**src/hdl/tds_pkg.sv**
```systemverilog
package tds_pkg;

    // Fixed field widths
    localparam int IDW         = 5;
    localparam int PCW         = 9;
    localparam int MAX_RESULTS = 32;
    localparam int NRW         = $clog2(MAX_RESULTS + 1);
    localparam int RBW         = $clog2(MAX_RESULTS);
    localparam logic [PCW-1:0] PEND_MAX = 9'd511;

    // Default sizes
    localparam int MAX_JOBS_DEF = 32;
    localparam int MAX_DEP_DEF  = 8;

    // Request kinds
    localparam logic [1:0] MODE_CREATE = 2'd0;
    localparam logic [1:0] MODE_ADD    = 2'd1;
    localparam logic [1:0] MODE_RUN    = 2'd2;
    localparam logic [1:0] MODE_DONE   = 2'd3;

    // Result status codes
    localparam logic [2:0] ST_OK      = 3'd0;
    localparam logic [2:0] ST_STARTED = 3'd1;
    localparam logic [2:0] ST_SELF    = 3'd2;
    localparam logic [2:0] ST_RANGE   = 3'd3;
    localparam logic [2:0] ST_FULL    = 3'd4;
    localparam logic [2:0] ST_CYCLIC  = 3'd5;
    localparam logic [2:0] ST_NOSTART = 3'd6;
    localparam logic [2:0] ST_UNDER   = 3'd7;

    // Datapath operations
    typedef enum logic [4:0] {
        OP_NONE, OP_LOAD, OP_TAIL, OP_CREATE, OP_ADD_RD, OP_ADD_WR,
        OP_CP_INIT, OP_CP_RD, OP_CP_WR, OP_Q_RD, OP_Q_CUR, OP_RUN_START,
        OP_W_INIT, OP_DN, OP_L_RD, OP_L_CRD, OP_L_DEC, OP_UNDER, OP_C_END,
        OP_SC_RD, OP_SC_PUSH, OP_E_LOAD, OP_E_TAIL
    } dp_op_t;

    typedef struct packed {
        dp_op_t     op;
        logic [2:0] stat;
    } dp_cmd_t;

    typedef struct packed {
        logic [1:0] mode;
        logic       started;
        logic       jc_full;
        logic       self_dep;
        logic       job_oob;
        logic       pre_oob;
        logic       add_full;
        logic       idx_end;
        logic       q_empty;
        logic       visit_ok;
        logic       k_end;
        logic       d_oob;
        logic       cnt_zero;
        logic       kahn;
        logic       under;
        logic       nres_zero;
        logic       e_more;
        logic       ttail;
        logic       out_free;
    } dp_sts_t;

    // Controller states
    typedef enum logic [16:0] {
        S_IDLE   = 17'h00001,
        S_DEC    = 17'h00002,
        S_ADD    = 17'h00004,
        S_CP_RD  = 17'h00008,
        S_CP_WR  = 17'h00010,
        S_QCHK   = 17'h00020,
        S_QW     = 17'h00040,
        S_DN     = 17'h00080,
        S_LK     = 17'h00100,
        S_LID    = 17'h00200,
        S_LC     = 17'h00400,
        S_WEND   = 17'h00800,
        S_CFIN   = 17'h01000,
        S_SC_RD  = 17'h02000,
        S_SC_CHK = 17'h04000,
        S_EMIT   = 17'h08000,
        S_ERW    = 17'h10000
    } ctrl_state_t;

endpackage

```
**src/hdl/task_dependency_scheduler.sv**
```systemverilog
// Task dependency scheduler.
// Input stream (s_): one request per item. s_tuser carries the request kind
// (create job, add dependency, run, job completed); s_tdata carries job_id
// and prerequisite_id. Result stream (m_): one or more items per request,
// the final one marked by m_tlast; m_tuser carries status and the ready flag,
// m_tdata the job number and the all-done flag.
// Requests are handled one at a time. Create writes the new job's counters;
// add dependency reads the counters, then writes them back with the new edge.
// Completion walks the dependent entries of the job, then drains the released
// jobs. Run copies the counters, walks every job taken from the internal ready
// queue and its edges, then scans for free jobs.
// Released jobs are staged in a 32-entry buffer and sent after the request's
// walk ends, so the all-done flag and the closing status are known.
// Reset clears the job count, unfinished count, started flag and output valid;
// the tables need no clearing pass. When the receiver stalls the output register
// holds the item and the drain waits; a new request is taken once the last result
// of the previous one sits in the output register.
module task_dependency_scheduler #(
    parameter int MAX_JOBS       = tds_pkg::MAX_JOBS_DEF,
    parameter int MAX_DEPENDENTS = tds_pkg::MAX_DEP_DEF
) (
    input  logic        aclk,
    input  logic        aresetn,
    input  logic        s_tvalid,
    output logic        s_tready,
    input  logic [15:0] s_tdata,   // job_id[4:0], prerequisite_id[9:5], zeros
    input  logic [1:0]  s_tuser,   // mode[1:0]
    output logic        m_tvalid,
    input  logic        m_tready,
    output logic [7:0]  m_tdata,   // job_id_res[4:0], all_done[5], zeros
    output logic [3:0]  m_tuser,   // status[2:0], ready_res[3]
    output logic        m_tlast
);

    tds_pkg::dp_cmd_t            cmd;
    tds_pkg::dp_sts_t            sts;
    logic [2:0]                  res_status;
    logic [tds_pkg::IDW-1:0]     res_job;
    logic                        res_rdy;
    logic                        res_done;

    tds_ctrl u_ctrl (
        .aclk     (aclk),
        .aresetn  (aresetn),
        .in_valid (s_tvalid),
        .in_ready (s_tready),
        .cmd      (cmd),
        .sts      (sts)
    );

    tds_datapath #(
        .MAX_JOBS       (MAX_JOBS),
        .MAX_DEPENDENTS (MAX_DEPENDENTS)
    ) u_dp (
        .aclk     (aclk),
        .aresetn  (aresetn),
        .cmd      (cmd),
        .sts      (sts),
        .s_mode   (s_tuser),
        .s_job    (s_tdata[4:0]),
        .s_pre    (s_tdata[9:5]),
        .m_valid  (m_tvalid),
        .m_ready  (m_tready),
        .m_status (res_status),
        .m_job    (res_job),
        .m_rdy    (res_rdy),
        .m_done   (res_done),
        .m_last   (m_tlast)
    );

    // Pack result fields
    assign m_tdata = {2'b00, res_done, res_job};
    assign m_tuser = {res_rdy, res_status};

endmodule

```
**src/hdl/tds_ram.sv**
```systemverilog
module tds_ram #(
    parameter int WIDTH = 8,
    parameter int DEPTH = 32
) (
    input  logic                     aclk,
    input  logic                     we,
    input  logic [$clog2(DEPTH)-1:0] waddr,
    input  logic [WIDTH-1:0]         wdata,
    input  logic [$clog2(DEPTH)-1:0] raddr,
    output logic [WIDTH-1:0]         rdata
);

    logic [WIDTH-1:0] mem [DEPTH];

    // Write and registered read
    always_ff @(posedge aclk) begin
        if (we) begin
            mem[waddr] <= wdata;
        end
        rdata <= mem[raddr];
    end

endmodule

```
**src/hdl/tds_datapath.sv**
```systemverilog
module tds_datapath #(
    parameter int MAX_JOBS       = tds_pkg::MAX_JOBS_DEF,
    parameter int MAX_DEPENDENTS = tds_pkg::MAX_DEP_DEF
) (
    input  logic                     aclk,
    input  logic                     aresetn,
    input  tds_pkg::dp_cmd_t         cmd,
    output tds_pkg::dp_sts_t         sts,
    input  logic [1:0]               s_mode,
    input  logic [tds_pkg::IDW-1:0]  s_job,
    input  logic [tds_pkg::IDW-1:0]  s_pre,
    output logic                     m_valid,
    input  logic                     m_ready,
    output logic [2:0]               m_status,
    output logic [tds_pkg::IDW-1:0]  m_job,
    output logic                     m_rdy,
    output logic                     m_done,
    output logic                     m_last
);

    localparam int IDW  = tds_pkg::IDW;
    localparam int PCW  = tds_pkg::PCW;
    localparam int NRW  = tds_pkg::NRW;
    localparam int RBW  = tds_pkg::RBW;
    localparam int JW   = $clog2(MAX_JOBS);
    localparam int CW   = $clog2(MAX_JOBS + 1);
    localparam int DCW  = $clog2(MAX_DEPENDENTS + 1);
    localparam int DLW  = $clog2(MAX_JOBS * MAX_DEPENDENTS);
    localparam int CMPW = (CW > IDW) ? CW : IDW;

    // Job state
    logic [1:0]     mode_reg, mode_next;
    logic [IDW-1:0] job_reg, job_next, pre_reg, pre_next;
    logic [CW-1:0]  jc_reg, jc_next, unfin_reg, unfin_next;
    logic           started_reg, started_next;
    // Walk state
    logic [CW-1:0]  idx_reg, idx_next, head_reg, head_next, tail_reg, tail_next;
    logic [CW-1:0]  vis_reg, vis_next;
    logic [JW-1:0]  cur_reg, cur_next, d_reg, d_next;
    logic [DCW-1:0] dn_reg, dn_next, k_reg, k_next;
    logic           kahn_reg, kahn_next, under_reg, under_next;
    // Result staging
    logic [NRW-1:0] nres_reg, nres_next, eidx_reg, eidx_next, nemit;
    logic           ttail_reg, ttail_next;
    logic [2:0]     tstat_reg, tstat_next;
    logic [IDW-1:0] tid_reg, tid_next;
    // Output register
    logic           mv_reg, mv_next, mrdy_reg, mrdy_next, mdone_reg, mdone_next;
    logic           mlast_reg, mlast_next;
    logic [2:0]     mstat_reg, mstat_next;
    logic [IDW-1:0] mjob_reg, mjob_next;

    // Memory ports
    logic           pend_we, dcnt_we, dl_we, scr_we, rq_we, rb_we;
    logic [JW-1:0]  pend_wa, pend_ra, dcnt_wa, dcnt_ra, scr_wa, scr_ra, rq_wa, rq_ra;
    logic [DLW-1:0] dl_wa, dl_ra;
    logic [RBW-1:0] rb_wa;
    logic [PCW-1:0] pend_wd, pend_rd, scr_wd, scr_rd, cnt;
    logic [DCW-1:0] dcnt_wd, dcnt_rd;
    logic [JW-1:0]  dl_wd, dl_rd, rq_wd, rq_rd;
    logic [IDW-1:0] rb_wd, rb_rd;

    tds_ram #(.WIDTH(PCW), .DEPTH(MAX_JOBS)) u_pend (
        .aclk(aclk), .we(pend_we), .waddr(pend_wa), .wdata(pend_wd),
        .raddr(pend_ra), .rdata(pend_rd));
    tds_ram #(.WIDTH(DCW), .DEPTH(MAX_JOBS)) u_dcnt (
        .aclk(aclk), .we(dcnt_we), .waddr(dcnt_wa), .wdata(dcnt_wd),
        .raddr(dcnt_ra), .rdata(dcnt_rd));
    tds_ram #(.WIDTH(JW), .DEPTH(MAX_JOBS * MAX_DEPENDENTS)) u_dlist (
        .aclk(aclk), .we(dl_we), .waddr(dl_wa), .wdata(dl_wd),
        .raddr(dl_ra), .rdata(dl_rd));
    tds_ram #(.WIDTH(PCW), .DEPTH(MAX_JOBS)) u_scr (
        .aclk(aclk), .we(scr_we), .waddr(scr_wa), .wdata(scr_wd),
        .raddr(scr_ra), .rdata(scr_rd));
    tds_ram #(.WIDTH(JW), .DEPTH(MAX_JOBS)) u_rq (
        .aclk(aclk), .we(rq_we), .waddr(rq_wa), .wdata(rq_wd),
        .raddr(rq_ra), .rdata(rq_rd));
    tds_ram #(.WIDTH(IDW), .DEPTH(tds_pkg::MAX_RESULTS)) u_rbuf (
        .aclk(aclk), .we(rb_we), .waddr(rb_wa), .wdata(rb_wd),
        .raddr(eidx_reg[RBW-1:0]), .rdata(rb_rd));

    // Counter under test during a walk
    assign cnt = kahn_reg ? scr_rd : pend_rd;

    // Ready items to emit; a closing underflow item takes the final slot
    assign nemit = (ttail_reg && nres_reg == NRW'(tds_pkg::MAX_RESULTS)) ?
                   NRW'(tds_pkg::MAX_RESULTS - 1) : nres_reg;

    // Status toward the controller
    always_comb begin
        sts.mode      = mode_reg;
        sts.started   = started_reg;
        sts.jc_full   = (jc_reg == CW'(MAX_JOBS));
        sts.self_dep  = (job_reg == pre_reg);
        sts.job_oob   = (CMPW'(job_reg) >= CMPW'(jc_reg));
        sts.pre_oob   = (CMPW'(pre_reg) >= CMPW'(jc_reg));
        sts.add_full  = (dcnt_rd >= DCW'(MAX_DEPENDENTS)) || (pend_rd == tds_pkg::PEND_MAX);
        sts.idx_end   = (idx_reg == jc_reg);
        sts.q_empty   = (head_reg == tail_reg);
        sts.visit_ok  = (vis_reg == jc_reg);
        sts.k_end     = (k_reg == dn_reg);
        sts.d_oob     = (CW'(dl_rd) >= jc_reg);
        sts.cnt_zero  = (cnt == '0);
        sts.kahn      = kahn_reg;
        sts.under     = under_reg;
        sts.nres_zero = (nres_reg == '0);
        sts.e_more    = (eidx_reg < nemit);
        sts.ttail     = ttail_reg;
        sts.out_free  = !mv_reg || m_ready;
    end

    // Next-state and memory control per operation
    always_comb begin
        mode_next = mode_reg;   job_next = job_reg;     pre_next = pre_reg;
        jc_next = jc_reg;       unfin_next = unfin_reg; started_next = started_reg;
        idx_next = idx_reg;     head_next = head_reg;   tail_next = tail_reg;
        vis_next = vis_reg;     cur_next = cur_reg;     d_next = d_reg;
        dn_next = dn_reg;       k_next = k_reg;         kahn_next = kahn_reg;
        under_next = under_reg; nres_next = nres_reg;   eidx_next = eidx_reg;
        ttail_next = ttail_reg; tstat_next = tstat_reg; tid_next = tid_reg;
        mv_next = mv_reg && !m_ready;
        mrdy_next = mrdy_reg;   mdone_next = mdone_reg; mlast_next = mlast_reg;
        mstat_next = mstat_reg; mjob_next = mjob_reg;

        pend_we = 1'b0; pend_wa = JW'(job_reg); pend_wd = '0; pend_ra = JW'(idx_reg);
        dcnt_we = 1'b0; dcnt_wa = JW'(pre_reg); dcnt_wd = '0; dcnt_ra = JW'(pre_reg);
        dl_we = 1'b0;
        dl_wa = DLW'(JW'(pre_reg)) * DLW'(MAX_DEPENDENTS) + DLW'(dcnt_rd);
        dl_wd = JW'(job_reg);
        dl_ra = DLW'(cur_reg) * DLW'(MAX_DEPENDENTS) + DLW'(k_reg);
        scr_we = 1'b0; scr_wa = d_reg; scr_wd = cnt - PCW'(1); scr_ra = dl_rd;
        rq_we = 1'b0; rq_wa = JW'(tail_reg); rq_wd = d_reg; rq_ra = JW'(head_reg);
        rb_we = 1'b0; rb_wa = nres_reg[RBW-1:0]; rb_wd = IDW'(d_reg);

        case (cmd.op)
            tds_pkg::OP_LOAD: begin
                mode_next = s_mode; job_next = s_job; pre_next = s_pre;
                nres_next = '0; under_next = 1'b0; ttail_next = 1'b0; eidx_next = '0;
            end
            tds_pkg::OP_TAIL: begin
                ttail_next = 1'b1; tstat_next = cmd.stat; tid_next = '0;
            end
            tds_pkg::OP_CREATE: begin
                pend_we = 1'b1; pend_wa = JW'(jc_reg); pend_wd = '0;
                dcnt_we = 1'b1; dcnt_wa = JW'(jc_reg); dcnt_wd = '0;
                ttail_next = 1'b1; tstat_next = tds_pkg::ST_OK; tid_next = IDW'(jc_reg);
                jc_next = jc_reg + CW'(1);
            end
            tds_pkg::OP_ADD_RD: begin
                pend_ra = JW'(job_reg); dcnt_ra = JW'(pre_reg);
            end
            tds_pkg::OP_ADD_WR: begin
                pend_we = 1'b1; pend_wa = JW'(job_reg); pend_wd = pend_rd + PCW'(1);
                dl_we = 1'b1;
                dcnt_we = 1'b1; dcnt_wa = JW'(pre_reg); dcnt_wd = dcnt_rd + DCW'(1);
                ttail_next = 1'b1; tstat_next = tds_pkg::ST_OK; tid_next = '0;
            end
            tds_pkg::OP_CP_INIT: begin
                idx_next = '0; head_next = '0; tail_next = '0; vis_next = '0;
            end
            tds_pkg::OP_CP_RD: begin
                pend_ra = JW'(idx_reg);
            end
            tds_pkg::OP_CP_WR: begin
                scr_we = 1'b1; scr_wa = JW'(idx_reg); scr_wd = pend_rd;
                if (pend_rd == '0) begin
                    rq_we = 1'b1; rq_wd = JW'(idx_reg);
                    tail_next = tail_reg + CW'(1);
                end
                idx_next = idx_reg + CW'(1);
            end
            tds_pkg::OP_Q_RD: begin
                rq_ra = JW'(head_reg);
                head_next = head_reg + CW'(1);
                vis_next = vis_reg + CW'(1);
            end
            tds_pkg::OP_Q_CUR: begin
                cur_next = rq_rd; dcnt_ra = rq_rd; kahn_next = 1'b1;
            end
            tds_pkg::OP_W_INIT: begin
                cur_next = JW'(job_reg); dcnt_ra = JW'(job_reg); kahn_next = 1'b0;
            end
            tds_pkg::OP_DN: begin
                dn_next = dcnt_rd; k_next = '0;
            end
            tds_pkg::OP_L_CRD: begin
                d_next = dl_rd; scr_ra = dl_rd; pend_ra = dl_rd;
            end
            tds_pkg::OP_L_DEC: begin
                if (kahn_reg) begin
                    scr_we = 1'b1;
                end else begin
                    pend_we = 1'b1; pend_wa = d_reg; pend_wd = cnt - PCW'(1);
                end
                if (cnt == PCW'(1)) begin
                    if (kahn_reg) begin
                        rq_we = 1'b1;
                        tail_next = tail_reg + CW'(1);
                    end else if (nres_reg < NRW'(tds_pkg::MAX_RESULTS)) begin
                        rb_we = 1'b1;
                        nres_next = nres_reg + NRW'(1);
                    end
                end
                k_next = k_reg + DCW'(1);
            end
            tds_pkg::OP_UNDER: begin
                under_next = 1'b1;
            end
            tds_pkg::OP_C_END: begin
                if (!under_reg) begin
                    if (unfin_reg == '0) begin
                        under_next = 1'b1;
                    end else begin
                        unfin_next = unfin_reg - CW'(1);
                    end
                end
            end
            tds_pkg::OP_RUN_START: begin
                started_next = 1'b1; unfin_next = jc_reg; idx_next = '0;
            end
            tds_pkg::OP_SC_RD: begin
                pend_ra = JW'(idx_reg);
            end
            tds_pkg::OP_SC_PUSH: begin
                if (pend_rd == '0 && nres_reg < NRW'(tds_pkg::MAX_RESULTS)) begin
                    rb_we = 1'b1; rb_wd = IDW'(idx_reg);
                    nres_next = nres_reg + NRW'(1);
                end
                idx_next = idx_reg + CW'(1);
            end
            tds_pkg::OP_E_LOAD: begin
                mv_next = 1'b1; mstat_next = tds_pkg::ST_OK; mjob_next = rb_rd;
                mrdy_next = 1'b1;
                mdone_next = started_reg && (unfin_reg == '0);
                mlast_next = (eidx_reg + NRW'(1) == nemit) && !ttail_reg;
                eidx_next = eidx_reg + NRW'(1);
            end
            tds_pkg::OP_E_TAIL: begin
                mv_next = 1'b1; mstat_next = tstat_reg; mjob_next = tid_reg;
                mrdy_next = 1'b0;
                mdone_next = started_reg && (unfin_reg == '0);
                mlast_next = 1'b1;
            end
            default: begin
            end
        endcase
    end

    // Control registers
    always_ff @(posedge aclk) begin
        if (!aresetn) begin
            jc_reg      <= '0;
            unfin_reg   <= '0;
            started_reg <= 1'b0;
            mv_reg      <= 1'b0;
        end else begin
            jc_reg      <= jc_next;
            unfin_reg   <= unfin_next;
            started_reg <= started_next;
            mv_reg      <= mv_next;
        end
    end

    // Payload and walk registers
    always_ff @(posedge aclk) begin
        mode_reg <= mode_next;   job_reg <= job_next;     pre_reg <= pre_next;
        idx_reg <= idx_next;     head_reg <= head_next;   tail_reg <= tail_next;
        vis_reg <= vis_next;     cur_reg <= cur_next;     d_reg <= d_next;
        dn_reg <= dn_next;       k_reg <= k_next;         kahn_reg <= kahn_next;
        under_reg <= under_next; nres_reg <= nres_next;   eidx_reg <= eidx_next;
        ttail_reg <= ttail_next; tstat_reg <= tstat_next; tid_reg <= tid_next;
        mrdy_reg <= mrdy_next;   mdone_reg <= mdone_next; mlast_reg <= mlast_next;
        mstat_reg <= mstat_next; mjob_reg <= mjob_next;
    end

    assign m_valid  = mv_reg;
    assign m_status = mstat_reg;
    assign m_job    = mjob_reg;
    assign m_rdy    = mrdy_reg;
    assign m_done   = mdone_reg;
    assign m_last   = mlast_reg;

endmodule

```
**src/hdl/tds_ctrl.sv**
```systemverilog
module tds_ctrl (
    input  logic             aclk,
    input  logic             aresetn,
    input  logic             in_valid,
    output logic             in_ready,
    output tds_pkg::dp_cmd_t cmd,
    input  tds_pkg::dp_sts_t sts
);

    tds_pkg::ctrl_state_t state_reg, state_next;

    assign in_ready = (state_reg == tds_pkg::S_IDLE);

    // Sequence the datapath
    always_comb begin
        state_next = state_reg;
        cmd.op     = tds_pkg::OP_NONE;
        cmd.stat   = tds_pkg::ST_OK;
        case (state_reg)
            tds_pkg::S_IDLE: begin
                if (in_valid) begin
                    cmd.op = tds_pkg::OP_LOAD;
                    state_next = tds_pkg::S_DEC;
                end
            end
            tds_pkg::S_DEC: begin
                state_next = tds_pkg::S_EMIT;
                cmd.op = tds_pkg::OP_TAIL;
                case (sts.mode)
                    tds_pkg::MODE_CREATE: begin
                        if (sts.started) cmd.stat = tds_pkg::ST_STARTED;
                        else if (sts.jc_full) cmd.stat = tds_pkg::ST_FULL;
                        else cmd.op = tds_pkg::OP_CREATE;
                    end
                    tds_pkg::MODE_ADD: begin
                        if (sts.started) cmd.stat = tds_pkg::ST_STARTED;
                        else if (sts.self_dep) cmd.stat = tds_pkg::ST_SELF;
                        else if (sts.job_oob || sts.pre_oob) cmd.stat = tds_pkg::ST_RANGE;
                        else begin
                            cmd.op = tds_pkg::OP_ADD_RD;
                            state_next = tds_pkg::S_ADD;
                        end
                    end
                    tds_pkg::MODE_RUN: begin
                        if (sts.started) cmd.stat = tds_pkg::ST_STARTED;
                        else begin
                            cmd.op = tds_pkg::OP_CP_INIT;
                            state_next = tds_pkg::S_CP_RD;
                        end
                    end
                    default: begin
                        if (!sts.started) cmd.stat = tds_pkg::ST_NOSTART;
                        else if (sts.job_oob) cmd.stat = tds_pkg::ST_RANGE;
                        else begin
                            cmd.op = tds_pkg::OP_W_INIT;
                            state_next = tds_pkg::S_DN;
                        end
                    end
                endcase
            end
            tds_pkg::S_ADD: begin
                if (sts.add_full) begin
                    cmd.op = tds_pkg::OP_TAIL;
                    cmd.stat = tds_pkg::ST_FULL;
                end else begin
                    cmd.op = tds_pkg::OP_ADD_WR;
                end
                state_next = tds_pkg::S_EMIT;
            end
            // Copy counters into scratch and seed the queue
            tds_pkg::S_CP_RD: begin
                if (sts.idx_end) begin
                    state_next = tds_pkg::S_QCHK;
                end else begin
                    cmd.op = tds_pkg::OP_CP_RD;
                    state_next = tds_pkg::S_CP_WR;
                end
            end
            tds_pkg::S_CP_WR: begin
                cmd.op = tds_pkg::OP_CP_WR;
                state_next = tds_pkg::S_CP_RD;
            end
            tds_pkg::S_QCHK: begin
                if (!sts.q_empty) begin
                    cmd.op = tds_pkg::OP_Q_RD;
                    state_next = tds_pkg::S_QW;
                end else if (sts.visit_ok) begin
                    cmd.op = tds_pkg::OP_RUN_START;
                    state_next = tds_pkg::S_SC_RD;
                end else begin
                    cmd.op = tds_pkg::OP_TAIL;
                    cmd.stat = tds_pkg::ST_CYCLIC;
                    state_next = tds_pkg::S_EMIT;
                end
            end
            tds_pkg::S_QW: begin
                cmd.op = tds_pkg::OP_Q_CUR;
                state_next = tds_pkg::S_DN;
            end
            // Walk the dependents of one job
            tds_pkg::S_DN: begin
                cmd.op = tds_pkg::OP_DN;
                state_next = tds_pkg::S_LK;
            end
            tds_pkg::S_LK: begin
                if (sts.k_end) begin
                    state_next = tds_pkg::S_WEND;
                end else begin
                    cmd.op = tds_pkg::OP_L_RD;
                    state_next = tds_pkg::S_LID;
                end
            end
            tds_pkg::S_LID: begin
                if (sts.d_oob) begin
                    cmd.op = tds_pkg::OP_UNDER;
                    state_next = tds_pkg::S_WEND;
                end else begin
                    cmd.op = tds_pkg::OP_L_CRD;
                    state_next = tds_pkg::S_LC;
                end
            end
            tds_pkg::S_LC: begin
                if (sts.cnt_zero) begin
                    cmd.op = tds_pkg::OP_UNDER;
                    state_next = tds_pkg::S_WEND;
                end else begin
                    cmd.op = tds_pkg::OP_L_DEC;
                    state_next = tds_pkg::S_LK;
                end
            end
            tds_pkg::S_WEND: begin
                if (sts.kahn) begin
                    if (sts.under) begin
                        cmd.op = tds_pkg::OP_TAIL;
                        cmd.stat = tds_pkg::ST_UNDER;
                        state_next = tds_pkg::S_EMIT;
                    end else begin
                        state_next = tds_pkg::S_QCHK;
                    end
                end else begin
                    cmd.op = tds_pkg::OP_C_END;
                    state_next = tds_pkg::S_CFIN;
                end
            end
            tds_pkg::S_CFIN: begin
                if (sts.under) begin
                    cmd.op = tds_pkg::OP_TAIL;
                    cmd.stat = tds_pkg::ST_UNDER;
                end else if (sts.nres_zero) begin
                    cmd.op = tds_pkg::OP_TAIL;
                end
                state_next = tds_pkg::S_EMIT;
            end
            // Release every job with nothing pending
            tds_pkg::S_SC_RD: begin
                if (sts.idx_end) begin
                    state_next = tds_pkg::S_CFIN;
                end else begin
                    cmd.op = tds_pkg::OP_SC_RD;
                    state_next = tds_pkg::S_SC_CHK;
                end
            end
            tds_pkg::S_SC_CHK: begin
                cmd.op = tds_pkg::OP_SC_PUSH;
                state_next = tds_pkg::S_SC_RD;
            end
            // Drain staged results
            tds_pkg::S_EMIT: begin
                if (sts.e_more) begin
                    state_next = tds_pkg::S_ERW;
                end else if (!sts.ttail) begin
                    state_next = tds_pkg::S_IDLE;
                end else if (sts.out_free) begin
                    cmd.op = tds_pkg::OP_E_TAIL;
                    state_next = tds_pkg::S_IDLE;
                end
            end
            tds_pkg::S_ERW: begin
                if (sts.out_free) begin
                    cmd.op = tds_pkg::OP_E_LOAD;
                    state_next = tds_pkg::S_EMIT;
                end
            end
            default: begin
                state_next = tds_pkg::S_IDLE;
            end
        endcase
    end

    always_ff @(posedge aclk) begin
        if (!aresetn) begin
            state_reg <= tds_pkg::S_IDLE;
        end else begin
            state_reg <= state_next;
        end
    end

endmodule

```
**config.mk**
```make
export PLATFORM = sky130hd
export DESIGN_NAME = task_dependency_scheduler
export DESIGN_NICKNAME = d
export VERILOG_FILES = /design/src/hdl/tds_pkg.sv /design/src/hdl/task_dependency_scheduler.sv /design/src/hdl/tds_ram.sv /design/src/hdl/tds_datapath.sv /design/src/hdl/tds_ctrl.sv
export SDC_FILE = /design/constraint.sdc
export NUM_CORES = 2
export LEC_CHECK = 0
export ABC_CLOCK_PERIOD_IN_PS = 24700
export BUFFER_PORTS_ARGS = -buffer_cell sky130_fd_sc_hd__buf_2
export CORE_MARGIN = 5
export CORE_UTILIZATION = 49
export DETAILED_ROUTE_END_ITERATION = 16
export GPL_TIMING_DRIVEN = 0
export PLACE_DENSITY = 0.76
export RECOVER_POWER = 25
export SLEW_MARGIN = 10
export SYNTH_ARGS = -nofsm -noshare
export SYNTH_HDL_FRONTEND = slang
export SYNTH_HIERARCHICAL = 1
export SYNTH_SLANG_ARGS = --single-unit
```
**constraint.sdc**
```tcl
create_clock -name aclk -period 24.7 [get_ports aclk]
set_clock_uncertainty 0.15 [all_clocks]
set_input_delay 4.94 -clock aclk [delete_from_list [all_inputs] [get_ports aclk]]
set_output_delay 4.94 -clock aclk [all_outputs]
set_load 0.01 [all_outputs]
```
==> flow_summary_export.csv <==
group,metric,value,unit
die,initial_core_util,49.2,%
setup_path,path_class,"in2reg",
cts,tritoncts,"built",
drt,drtAntennaViolNets,0,
run,cap_violations,0,
hold_path,hp-class,"reg2reg",
die,dieWidth,460,um
setup_path,crit_arrival,9.40,ns
cts,clock_sinks,2460,
timing,fin_tns_setup,0,ns
cts,cts_resized,0,
die,dieArea,212000,um2
pwr,p_leak,34.4,nW
die,placementRows,165,
global_route,grt_overflow_total,0,
pwr,vdd_drop_max,68.5,uV
drt,drc,0,
die,ioPinCount,37,
timing,min_period,9.10,ns
cells_and_area,largestRegisters,"u_dp/u_dlist/mem: 1280 flops, u_dp/u_pend/mem: 288 flops, u_dp/u_scr/mem: 288 flops",
drt,vias_per_cell,6.49,
cts,numCtsBuffers,226,
setup_path,end_kind,"flop",
logic_synthesis,async_reset_ff_share,0,%
setup_path,critPathMostFrequentCell,"clkbuf_1",
logic_synthesis,synthFlopType,"edfxtp_1",
drt,vias,54300,
placement,globalplace.congestion,0.974,
cells_and_area,top_register,"u_dp/u_dlist/mem",
cells_and_area,layout.cells.non_filler,8359,
logic_synthesis,postSynthCellCount,5161,
logic_synthesis,synth-seq-cells,2460,
timing,rsz0062_at_grt,"false",
logic_synthesis,synth_edf_count,2392,
hold_path,min_path_cells,2,
cts,cts_setup_buffers,0,
timing,tightest_slew,1.47,ns
logic_synthesis,syn_area,99200,um2
timing,finalMaxSlewViolations,0,
cts,h-tree-depth,4,
cts,cts-root-buf,"clkbuf_16",
cts,hold_buffers,0,
cells_and_area,postLayoutCoreUtil,54.9,%
global_route,grt_pass1_wl,381,mm
placement,numPortBuffers,28,
cells_and_area,final_common_cell,"edfxtp_1",
placement,dp_hpwl,179,mm
setup_path,reg2regPathDepth,19,
cts,clk_latency,0.88,ns
die,core_area,202000,um2
timing,maxSlewHeadroom,1.81,%
cts,path_clk_slew,0.07,ns
run_status,status,"finished clean",
setup_path,cp.required,25.00,ns
timing,hold_ws,0.350,ns
cells_and_area,drive_gt1_share,22.1,%
logic_synthesis,ys_seq_area_share,73.7,%
setup_path,crit_path_max_incr_delay,0.61,ns
setup_path,cp_num_buf_inv,7,
setup_path,worst-path-max-fanout,10,
drt,drt_first_pass_iters,9,
cells_and_area,largest_reg_flops,1280,
drt,wire_per_inst,31.6,um
placement,placed_cell_area,104000,um2
die,fp.dieH,460,um
cells_and_area,finalInstanceArea,111000,um2
setup_path,crit_path_top_delay_cell,"clkbuf_2",
timing,finalCritPeriodShare,36.8,%
cells_and_area,layout_common_cells,"edfxtp_1, mux4_2, nor2_1, clkbuf_16, clkbuf_1",
cells_and_area,synthToLayoutAreaGrowth,11.8,%
setup_path,crit_chain,"buf_2 > nand2b_1 > inv_1 > or3_1 > nand4_1 > nor2b_1 > clkbuf_1 > nand2_1 > inv_2 > clkbuf_1 > clkbuf_1 > nand3_1 > clkbuf_2 > nor2_1",
global_route,antenna_found_initial,9,
global_route,grt_pass1_vias,53900,
pwr,p_per_area,77.0,nW/um2
setup_path,worstSetupPathDepth,14,
drt,drt_iter0_drc,8683,
logic_synthesis,yosysWarnings,6,
global_route,grt_usage,24.9,%
cells_and_area,fin_nets,5552,
timing,setup_viol,0,
setup_path,start_kind,"input port",
logic_synthesis,synthDistinctLibCells,94,
global_route,grt_max_degree,33,
setup_path,path_delay_family,"buffers and inverters",
logic_synthesis,syn_avg_cell_area,19.2,um2
timing,finalHoldViolCount,0,
placement,dp_cells,7930,
timing,clock.fmax,110,MHz
drt,routed_wl,264,mm
cts,cts_buffer_depth,3,
==> metal layers <==
layer | vias up | GRT usage (%) | part of all wire [%]
met4 | 8 | 13.3 | 6.5
met3 | 862 | 7.56 | 13
met2 | 3992 | 38.1 | 46
met1 | 27700 | 32.4 | 35
met5 | - | 0 | 0.030
li1 | 21700 | - | -
==> cells in the mapped netlist, types with 17 or more instances <==
| library cell | instances | area share, % |
|---|---|---|
| nand3b_1 | 32 | 0.24 |
| buf_4 | 47 | 0.36 |
| buf_2 | 49 | 0.25 |
| nand2_1 | 160 | 0.61 |
| nand2b_1 | 25 | 0.16 |
| xor2_1 | 34 | 0.30 |
| mux2i_1 | 103 | 1.0 |
| xnor2_1 | 48 | 0.42 |
| a211oi_1 | 19 | 0.14 |
| and3_1 | 17 | 0.11 |
| inv_1 | 43 | 0.16 |
| a21oi_1 | 65 | 0.33 |
| a22oi_1 | 60 | 0.45 |
| nor2_1 | 555 | 2.1 |
| nor4_1 | 25 | 0.16 |
| edfxtp_1 | 2392 | 72 |
| nand4_1 | 29 | 0.18 |
| nand3_1 | 84 | 0.42 |
| dfxtp_1 | 68 | 1.4 |
| clkbuf_1 | 144 | 0.54 |
| mux4_2 | 609 | 14 |
| nor2b_1 | 32 | 0.20 |
| o21ai_0 | 49 | 0.25 |
| nor3_1 | 35 | 0.18 |
| o22ai_1 | 43 | 0.27 |
| mux2_2 | 44 | 0.50 |
| buf_1 | 31 | 0.12 |
| ha_1 | 44 | 0.55 |
==> stage by stage <==
stage          setup WS (ns)  total power [mW]
2_1_floorplan          16.31              4.97
3_3_place_gp           11.67              5.12
3_5_place_dp           14.87              5.14
4_1_cts                15.82              8.62
5_1_grt                15.43              8.80
6_report               15.60              8.54
==> power breakdown <==
group	switching (mW)	leakage [nW]	internal, mW
sequential	0.0221	21.5	4.64
clock	1.54	3.67	1.98
combinational	0.260	9.24	0.103
total	1.82	34.4	6.72
==> cell families (layout without fill, tap and decap cells) <==
family / count (synthesis) / count (layout) / synth area share (%)
other: 1 / 8 / 0.00378
AND/OR/NAND/NOR: 1103 / 1103 / 5.29
AO/OA/AOI/OAI: 375 / 375 / 2.60
multiplexers: 765 / 765 / 15.5
buffers and inverters: 330 / 849 / 1.59
XOR/XNOR: 83 / 83 / 0.748
adder cells (fa/ha/maj): 44 / 44 / 0.555
flip-flops: 2460 / 2460 / 73.7
==> area by class of cell <==
class                           count  area, um2
Antenna cell                        6       15.0
Buffer                            285       1440
Fill cell                       14700      91000
Clock inverter                    151       1590
Inverter                           45        169
Tap cell                         2672       3340
Clock buffer                      272       5940
Timing Repair Buffer               96        613
Sequential cell                  2460      73200
Multi-Input combinational cell   2372      24600
==> path summary, 6_finish.rpt <==
kind | slack [ns] | from | to
setup / recovery | 15.60 | m_tready | u_dp/u_dlist/mem[70][1]$_DFFE_PP_
hold / removal | 0.35 | u_dp/unfin_reg[1]$_SDFFE_PN0P_ | u_dp/unfin_reg[1]$_SDFFE_PN0P_
setup reg to reg | 16.33 | u_dp/kahn_reg$_DFFE_PN_ | u_dp/u_dlist/mem[70][1]$_DFFE_PP_
hold reg to reg | 0.35 | u_dp/unfin_reg[1]$_SDFFE_PN0P_ | u_dp/unfin_reg[1]$_SDFFE_PN0P_
==> tightest hold or removal path: stages (launching register included) <==
cell     delay, ns
dfxtp_1       0.34
nand2_1       0.06
a21oi_1       0.05
No activity file was read; power rests on OpenSTA's default activity.
